File: src/sv/sct_pkg.sv
`default_nettype none

package sct_pkg;

  // Table geometry
  localparam int unsigned TABLE_DEPTH  = 1024;
  localparam int unsigned COUNTER_BITS = 2;
  localparam int unsigned SLOT_W       = $clog2(TABLE_DEPTH);

  // Field widths
  localparam int unsigned MODE_W   = 2;
  localparam int unsigned INDEX_W  = 32;
  localparam int unsigned IN_DATA_W  = 40;  // index + taken, padded to whole bytes
  localparam int unsigned OUT_DATA_W = 8;   // prediction, padded to a byte

  // Counter thresholds
  localparam int unsigned SAT_VAL = (COUNTER_BITS > 1) ? (1 << (COUNTER_BITS - 1)) : 1;
  localparam int unsigned MAX_VAL = (1 << COUNTER_BITS) - 1;

  typedef logic [COUNTER_BITS-1:0] cnt_t;
  typedef logic [SLOT_W-1:0]       slot_t;

  localparam cnt_t CNT_SAT     = cnt_t'(SAT_VAL);
  localparam cnt_t CNT_NOT_SAT = cnt_t'(SAT_VAL - 1);
  localparam cnt_t CNT_MAX     = cnt_t'(MAX_VAL);
  localparam cnt_t CNT_ZERO    = cnt_t'(0);
  localparam cnt_t CNT_ONE     = cnt_t'(1);

  typedef enum logic [MODE_W-1:0] {
    MODE_PREDICT = 2'd0,
    MODE_TRAIN   = 2'd1,
    MODE_FORCE   = 2'd2
  } mode_e;

  // Value an entry holds after reset: 1 on even slots, SAT-1 on odd ones
  function automatic cnt_t cnt_reset_value(input logic slot_lsb);
    cnt_t v;
    v = slot_lsb ? CNT_NOT_SAT : CNT_ONE;
    return v;
  endfunction

endpackage

`default_nettype wire

File: src/sv/sct_ram.sv
`default_nettype none

module sct_ram #(
  parameter int unsigned WIDTH = 2,
  parameter int unsigned DEPTH = 1024
) (
  input  wire logic                     clk_i,
  input  wire logic                     we_i,
  input  wire logic [$clog2(DEPTH)-1:0] waddr_i,
  input  wire logic [WIDTH-1:0]         wdata_i,
  input  wire logic                     re_i,
  input  wire logic [$clog2(DEPTH)-1:0] raddr_i,
  output logic      [WIDTH-1:0]         rdata_o
);

  logic [WIDTH-1:0] mem_q [DEPTH];

  // Write port
  always_ff @(posedge clk_i) begin
    if (we_i) begin
      mem_q[waddr_i] <= wdata_i;
    end
  end

  // Registered read port, returns the old word on a same-cycle write
  always_ff @(posedge clk_i) begin
    if (re_i) begin
      rdata_o <= mem_q[raddr_i];
    end
  end

endmodule

`default_nettype wire

File: src/sv/saturating_counter_table.sv
// Bimodal table of saturating counters. Each input word carries a mode in tuser
// (predict, train, force) and an id plus outcome in tdata; the low bits of the
// id pick one counter. Predict and train return one word holding the prediction
// taken before any update; force and the unused mode return nothing. One word
// is taken per clock unless a result word waits on a low m_axis_tready: the
// table read is registered, the update and the result are formed in the next
// cycle, and a one-deep bypass of the last write covers back-to-back hits on
// the same slot. A result word passes the lookup stage and then the result
// register, and is held while m_axis_tready is low. After reset the block walks
// the table once, one slot per cycle, to load the initial counts;
// s_axis_tready stays low until that walk is done.
`default_nettype none

module saturating_counter_table (
  input  wire logic                            clk_i,
  input  wire logic                            rst_ni,
  input  wire logic                            s_axis_tvalid,
  output logic                                 s_axis_tready,
  // [31:0] index, [32] taken, [39:33] zero
  input  wire logic [sct_pkg::IN_DATA_W-1:0]   s_axis_tdata,
  // [1:0] mode
  input  wire logic [sct_pkg::MODE_W-1:0]      s_axis_tuser,
  output logic                                 m_axis_tvalid,
  input  wire logic                            m_axis_tready,
  // [0] prediction, [7:1] zero
  output logic      [sct_pkg::OUT_DATA_W-1:0]  m_axis_tdata
);

  import sct_pkg::*;

  // Reset sweep
  logic  clr_busy_q, clr_busy_d;
  slot_t clr_addr_q, clr_addr_d;

  // Lookup stage
  logic  s1_valid_q, s1_valid_d;
  mode_e s1_mode_q;
  slot_t s1_slot_q;
  logic  s1_taken_q;

  // Last write bypass
  logic  fwd_valid_q, fwd_valid_d;
  slot_t fwd_slot_q;
  cnt_t  fwd_cnt_q;

  // Result register
  logic  out_valid_q, out_valid_d;
  logic  out_pred_q;

  logic  in_accept;
  logic  s1_has_result, s1_writes, s1_adv, s1_wr;
  cnt_t  ram_rdata, cur_cnt, new_cnt;
  logic  cur_pred;
  logic  ram_we;
  slot_t ram_waddr;
  cnt_t  ram_wdata;

  // Table storage
  sct_ram #(
    .WIDTH (COUNTER_BITS),
    .DEPTH (TABLE_DEPTH)
  ) u_ram (
    .clk_i   (clk_i),
    .we_i    (ram_we),
    .waddr_i (ram_waddr),
    .wdata_i (ram_wdata),
    .re_i    (in_accept),
    .raddr_i (s_axis_tdata[SLOT_W-1:0]),
    .rdata_o (ram_rdata)
  );

  // Pick the current count, preferring the last write when it hit the same slot
  always_comb begin
    cur_cnt = (fwd_valid_q && (fwd_slot_q == s1_slot_q)) ? fwd_cnt_q : ram_rdata;
    cur_pred = (cur_cnt >= CNT_SAT);
    s1_has_result = 1'b0;
    s1_writes     = 1'b0;
    new_cnt       = cur_cnt;
    case (s1_mode_q)
      MODE_PREDICT: begin
        s1_has_result = 1'b1;
      end
      MODE_TRAIN: begin
        s1_has_result = 1'b1;
        s1_writes     = 1'b1;
        if (s1_taken_q) begin
          new_cnt = (cur_cnt != CNT_MAX) ? cur_cnt + CNT_ONE : cur_cnt;
        end else begin
          new_cnt = (cur_cnt != CNT_ZERO) ? cur_cnt - CNT_ONE : cur_cnt;
        end
      end
      MODE_FORCE: begin
        s1_writes = 1'b1;
        new_cnt   = s1_taken_q ? CNT_SAT : CNT_NOT_SAT;
      end
      default: begin
        s1_has_result = 1'b0;
      end
    endcase
  end

  // Handshake and advance
  always_comb begin
    s1_adv        = s1_valid_q && (!s1_has_result || !out_valid_q || m_axis_tready);
    s1_wr         = s1_adv && s1_writes;
    s_axis_tready = !clr_busy_q && (!s1_valid_q || s1_adv);
    in_accept     = s_axis_tvalid && s_axis_tready;
  end

  // Table write port: sweep first, then updates
  always_comb begin
    ram_we    = clr_busy_q || s1_wr;
    ram_waddr = clr_busy_q ? clr_addr_q : s1_slot_q;
    ram_wdata = clr_busy_q ? cnt_reset_value(clr_addr_q[0]) : new_cnt;
  end

  // Next state of control registers
  always_comb begin
    clr_busy_d  = clr_busy_q;
    clr_addr_d  = clr_addr_q;
    if (clr_busy_q) begin
      clr_addr_d = clr_addr_q + slot_t'(1);
      if (clr_addr_q == slot_t'(TABLE_DEPTH - 1)) begin
        clr_busy_d = 1'b0;
      end
    end
    s1_valid_d  = in_accept || (s1_valid_q && !s1_adv);
    fwd_valid_d = fwd_valid_q || s1_wr;
    if (s1_adv && s1_has_result) begin
      out_valid_d = 1'b1;
    end else if (m_axis_tready) begin
      out_valid_d = 1'b0;
    end else begin
      out_valid_d = out_valid_q;
    end
  end

  // Control registers
  always_ff @(posedge clk_i or negedge rst_ni) begin
    if (!rst_ni) begin
      clr_busy_q  <= 1'b1;
      clr_addr_q  <= '0;
      s1_valid_q  <= 1'b0;
      fwd_valid_q <= 1'b0;
      out_valid_q <= 1'b0;
    end else begin
      clr_busy_q  <= clr_busy_d;
      clr_addr_q  <= clr_addr_d;
      s1_valid_q  <= s1_valid_d;
      fwd_valid_q <= fwd_valid_d;
      out_valid_q <= out_valid_d;
    end
  end

  // Payload registers
  always_ff @(posedge clk_i) begin
    if (in_accept) begin
      s1_mode_q  <= mode_e'(s_axis_tuser);
      s1_slot_q  <= s_axis_tdata[SLOT_W-1:0];
      s1_taken_q <= s_axis_tdata[INDEX_W];
    end
    if (s1_wr) begin
      fwd_slot_q <= s1_slot_q;
      fwd_cnt_q  <= new_cnt;
    end
    if (s1_adv && s1_has_result) begin
      out_pred_q <= cur_pred;
    end
  end

  assign m_axis_tvalid = out_valid_q;
  assign m_axis_tdata  = {{(OUT_DATA_W - 1){1'b0}}, out_pred_q};

endmodule

`default_nettype wire

File: config.mk
export PLATFORM = sky130hd
export DESIGN_NAME = saturating_counter_table
export DESIGN_NICKNAME = d
export VERILOG_FILES = /design/src/sv/sct_pkg.sv /design/src/sv/sct_ram.sv /design/src/sv/saturating_counter_table.sv
export SDC_FILE = /design/constraint.sdc
export NUM_CORES = 2
export LEC_CHECK = 0
export ABC_AREA = 1
export BUFFER_PORTS_ARGS = -buffer_cell sky130_fd_sc_hd__buf_2
export CAP_MARGIN = 20
export CORE_MARGIN = 3
export CORE_UTILIZATION = 27
export CTS_CLUSTER_SIZE = 20
export DETAILED_ROUTE_END_ITERATION = 12
export MAX_ROUTING_LAYER = met4
export PLACE_DENSITY = 0.52
export SLEW_MARGIN = 5
export SYNTH_ARGS = -nofsm -noshare
export SYNTH_HDL_FRONTEND = slang
export SYNTH_HIERARCHICAL = 1
export SYNTH_SLANG_ARGS = --single-unit
File: constraint.sdc
create_clock -name clk_i -period 24.3 [get_ports clk_i]
set_input_delay 3.645 -clock clk_i [delete_from_list [all_inputs] [get_ports clk_i]]
set_output_delay 3.645 -clock clk_i [all_outputs]
set_load 0.01 [all_outputs]
==> metrics.txt <==
number of enable-type register cells in the synthesized netlist 2,076; xor and xnor fraction of the mapped netlist area 0.108%; CTS hold repair buffers 0; class of the tightest hold or removal check reg2reg; signed area change from the synthesized netlist to the final layout 12.3%; total wire length after detailed routing 261,000 µm; achievable clock frequency 0.124 GHz; drt drc 0; switching share of total power 23.3%; Congestion Overflow GR 0; cts repair resizes 0; via total after detailed routing 60.8k; proportion of power drawn by combinational gates 7.1%; number of levels in the clock H-tree 4; number of distinct standard cells referenced by the synthesized netlist 30; final worst path period need 8090 ps; PD cells 78.4 nW/µm²; Antenna Nets Post-Route 0; internal cell power 0.00602 W; compound-cell area share of the yosys netlist 0.0829%; total power draw 0.00784 W; Leakage Power 33.3 nW; via count of the first global-routing pass 60.3k; Core Footprint 328,000 µm²; CTS tree built; number of DRC violations after detailed-routing iteration 0 5,914; instance count of the mapped netlist 8,219; setup violators final 0; half-perimeter wire length after detailed placement 129,000 µm; setup TNS 0 ps; aggregate global-route resource usage 15.5%; Post-synth ARST share 0.670%; worst slew pin tran 1210 ps; simple-gate share of the synthesized area 25.6%; RSZ-0062 raised after global routing no; number of I/O port buffers 19; Fin Clk Skew 27.8 ps; floorplan row count 210; mux share of post-synthesis cell area 0%; layout net count 7,981; status finished, final reports clean; number of I/O pins 56; clk_lat worst skew 850 ps; wire length of the first global-routing pass 383,000 µm; clock-pin slew on the worst setup and hold paths 60 ps; horizontal extent of the die 580 µm; Adder-Cell Fraction of Synth Area 0.0562%; crit end category register; relative contribution of sequential cells to total power 52.2%; peak supply drop 0.0000812 V; clock group share of total power 40.6%; warning count from the yosys run 6; max-capacitance violation count 0; maximum net fanout on the critical path 231; post-CTS setup buffer count 0; prevailing post-synth register cell edfxtp_1; Synth Cell Area 89,100 µm²; main combinational cell family by area after synthesis simple AND/OR/NAND/NOR gates; number of buffers inserted during clock tree synthesis 215; arrival time at the worst endpoint 8770 ps; share of the cycle needed by the critical path after routing 33.3%; antenna violations before repair 6; Critical Path Start Type input pin; per-cell routed wire length 20.9 µm; final-report hold violation count 0; largest net degree at the start of global routing 232; detailed-routing iteration count for the pre-antenna-repair pass 6; weighted congestion at the end of routability-driven global placement 0.789; class of the most critical setup path in2reg; fraction of final layout cells sized beyond drive strength 1 5.92%; Net Sw Power 0.00183 W; CP required 24,970 ps; worst slew slack as a fraction of its limit 19.0%; clock tree sinks 2,090; die footprint 337,000 µm²; fin. max-slew vios 0; Initial Util 27.2%; Filler Cells Inserted 33.6k; clock buffer depth 3; synthesized area per cell 10.8 µm²; floorplan die height 580 µm; ratio of routed vias to standard cells 4.88; Yosys reg bits 2,090; proportion of synthesized chip area in sequential cells 70.4%; master cell of the clock root buffer clkbuf_16
## kinds of logic after synthesis
family,Yosys count
AO/OA/AOI/OAI,14
XOR/XNOR,11
adder cells (fa/ha/maj),4
buffers and inverters,744
flip-flops,2090
other,1
AND/OR/NAND/NOR,5355
## cell usage after synthesis, types with 5 or more instances
library cell,count,area (µm²)
o21ai_0,11,55.1
buf_6,5,56.3
nand3_1,2061,10300
nor2_1,1057,3970
buf_2,258,1290
dfrtp_1,13,325
xor2_1,7,61.3
nand4_1,8,50.1
nand2_1,2193,8230
edfxtp_1,2076,62300
inv_2,6,22.5
clkbuf_1,262,983
nor3_1,26,130
buf_1,69,259
inv_1,78,293
buf_4,61,458
## power by group through the flow
stage          combinational, W  clock [W]  sequential [W]
4_1_cts                0.000564    0.00326         0.00410
5_1_grt                0.000616    0.00340         0.00409
3_3_place_gp           0.000554          0         0.00417
3_5_place_dp           0.000563          0         0.00417
2_1_floorplan          0.000336          0         0.00435
6_report               0.000561    0.00319         0.00410
## cell type report
cell class | instances | area, µm² | area share [%]
clock buffers | 285 | 5790 | 5.79
diodes | 4 | 10.0 | 0.0100
repair buffers | 145 | 1440 | 1.43
clock inverters | 109 | 1010 | 1.01
multi-input cells | 5391 | 23300 | 23.3
well taps | 4346 | 5440 | 5.44
inverters | 88 | 368 | 0.368
flip-flops and latches | 2090 | 62700 | 62.7
## flip-flops by register name, indices dropped and copies added (netlist names)
signal and count:
clr_addr_q 10, clr_busy_q 1, fwd_cnt_q 2, fwd_slot_q 10, fwd_valid_q 1, m_axis_tvalid 1
out_pred_q 1, s1_mode_q 2, s1_slot_q 10, s1_taken_q 1, s1_valid_q 1, u_ram/mem_q 2048
u_ram/rdata_o 2
## metrics by stage
| stage | worst slack, ps | hold slack (ps) | area (µm²) | util, % | cells |
|---|---|---|---|---|---|
| finish | 16210 | 469 | 100000 | 30.5 | 12458 |
| global route | 15820 | 497 | 100000 | 30.5 | 12457 |
| CTS | 16180 | 473 | 100000 | 30.5 | 12453 |
| detailed placement | 15250 | 462 | 93200 | 28.4 | 12059 |
| global placement | 15310 | 460 | 92900 | 28.3 | 12046 |
| floorplan | 5760 | 440 | 89100 | - | 8225 |
## metal layers
| metal | share of wire (%) | track usage (%) | up-vias |
|---|---|---|---|
| li1 | - | - | 27931 |
| met1 | 41 | 19.0 | 30463 |
| met2 | 49 | 26.5 | 2027 |
| met3 | 6.6 | 2.22 | 405 |
| met4 | 3.0 | 4.76 | 0 |
| met5 | 0 | - | - |
## worst max-delay path: stages
cell and delay (ps):
buf_8 200, inv_16 570, buf_4 770, buf_4 870, buf_4 930, nand2_1 100
nand3_1 130, nand3_1 90, nand3_1 150, nand3_1 100, nand3_1 140, nand3_1 180
nand3_1 340, nand3_1 130, nand2_1 90, nand2_1 50, nand2_1 170
## cells in the final DEF, fill, tap and decap left out, types with 5 or more instances in the layout
master / n
nor2_2: 5
xor2_1: 7
inv_1: 75
clkinv_2: 26
nand2_4: 23
nand4_1: 8
buf_12: 9
clkinv_1: 57
clkbuf_1: 61
o21ai_0: 11
nand2_1: 2170
edfxtp_1: 2076
dfrtp_1: 13
conb_1: 7
nand3_4: 6
nand3_1: 2055
buf_2: 14
clkbuf_16: 220
buf_4: 104
nor2_1: 1055
clkinv_8: 6
buf_16: 11
bufinv_16: 14
nor3_1: 21
inv_2: 5
buf_8: 6
nor3_2: 5
## worst paths after layout
check,slack (ps),from,cells after the start,endpoint
max,16210,s_axis_tdata[0],17,u_ram/rdata_o[0]
min,470,fwd_valid_q,1,fwd_valid_q
max reg2reg,18540,clr_busy_q,7,u_ram/mem_q[943][0]
min reg2reg,470,fwd_valid_q,1,fwd_valid_q
max in group asynchronous,21290,rst_ni,1,clr_busy_q
min in group asynchronous,2700,rst_ni,1,m_axis_tvalid
Power figures use the tool's default switching activity.
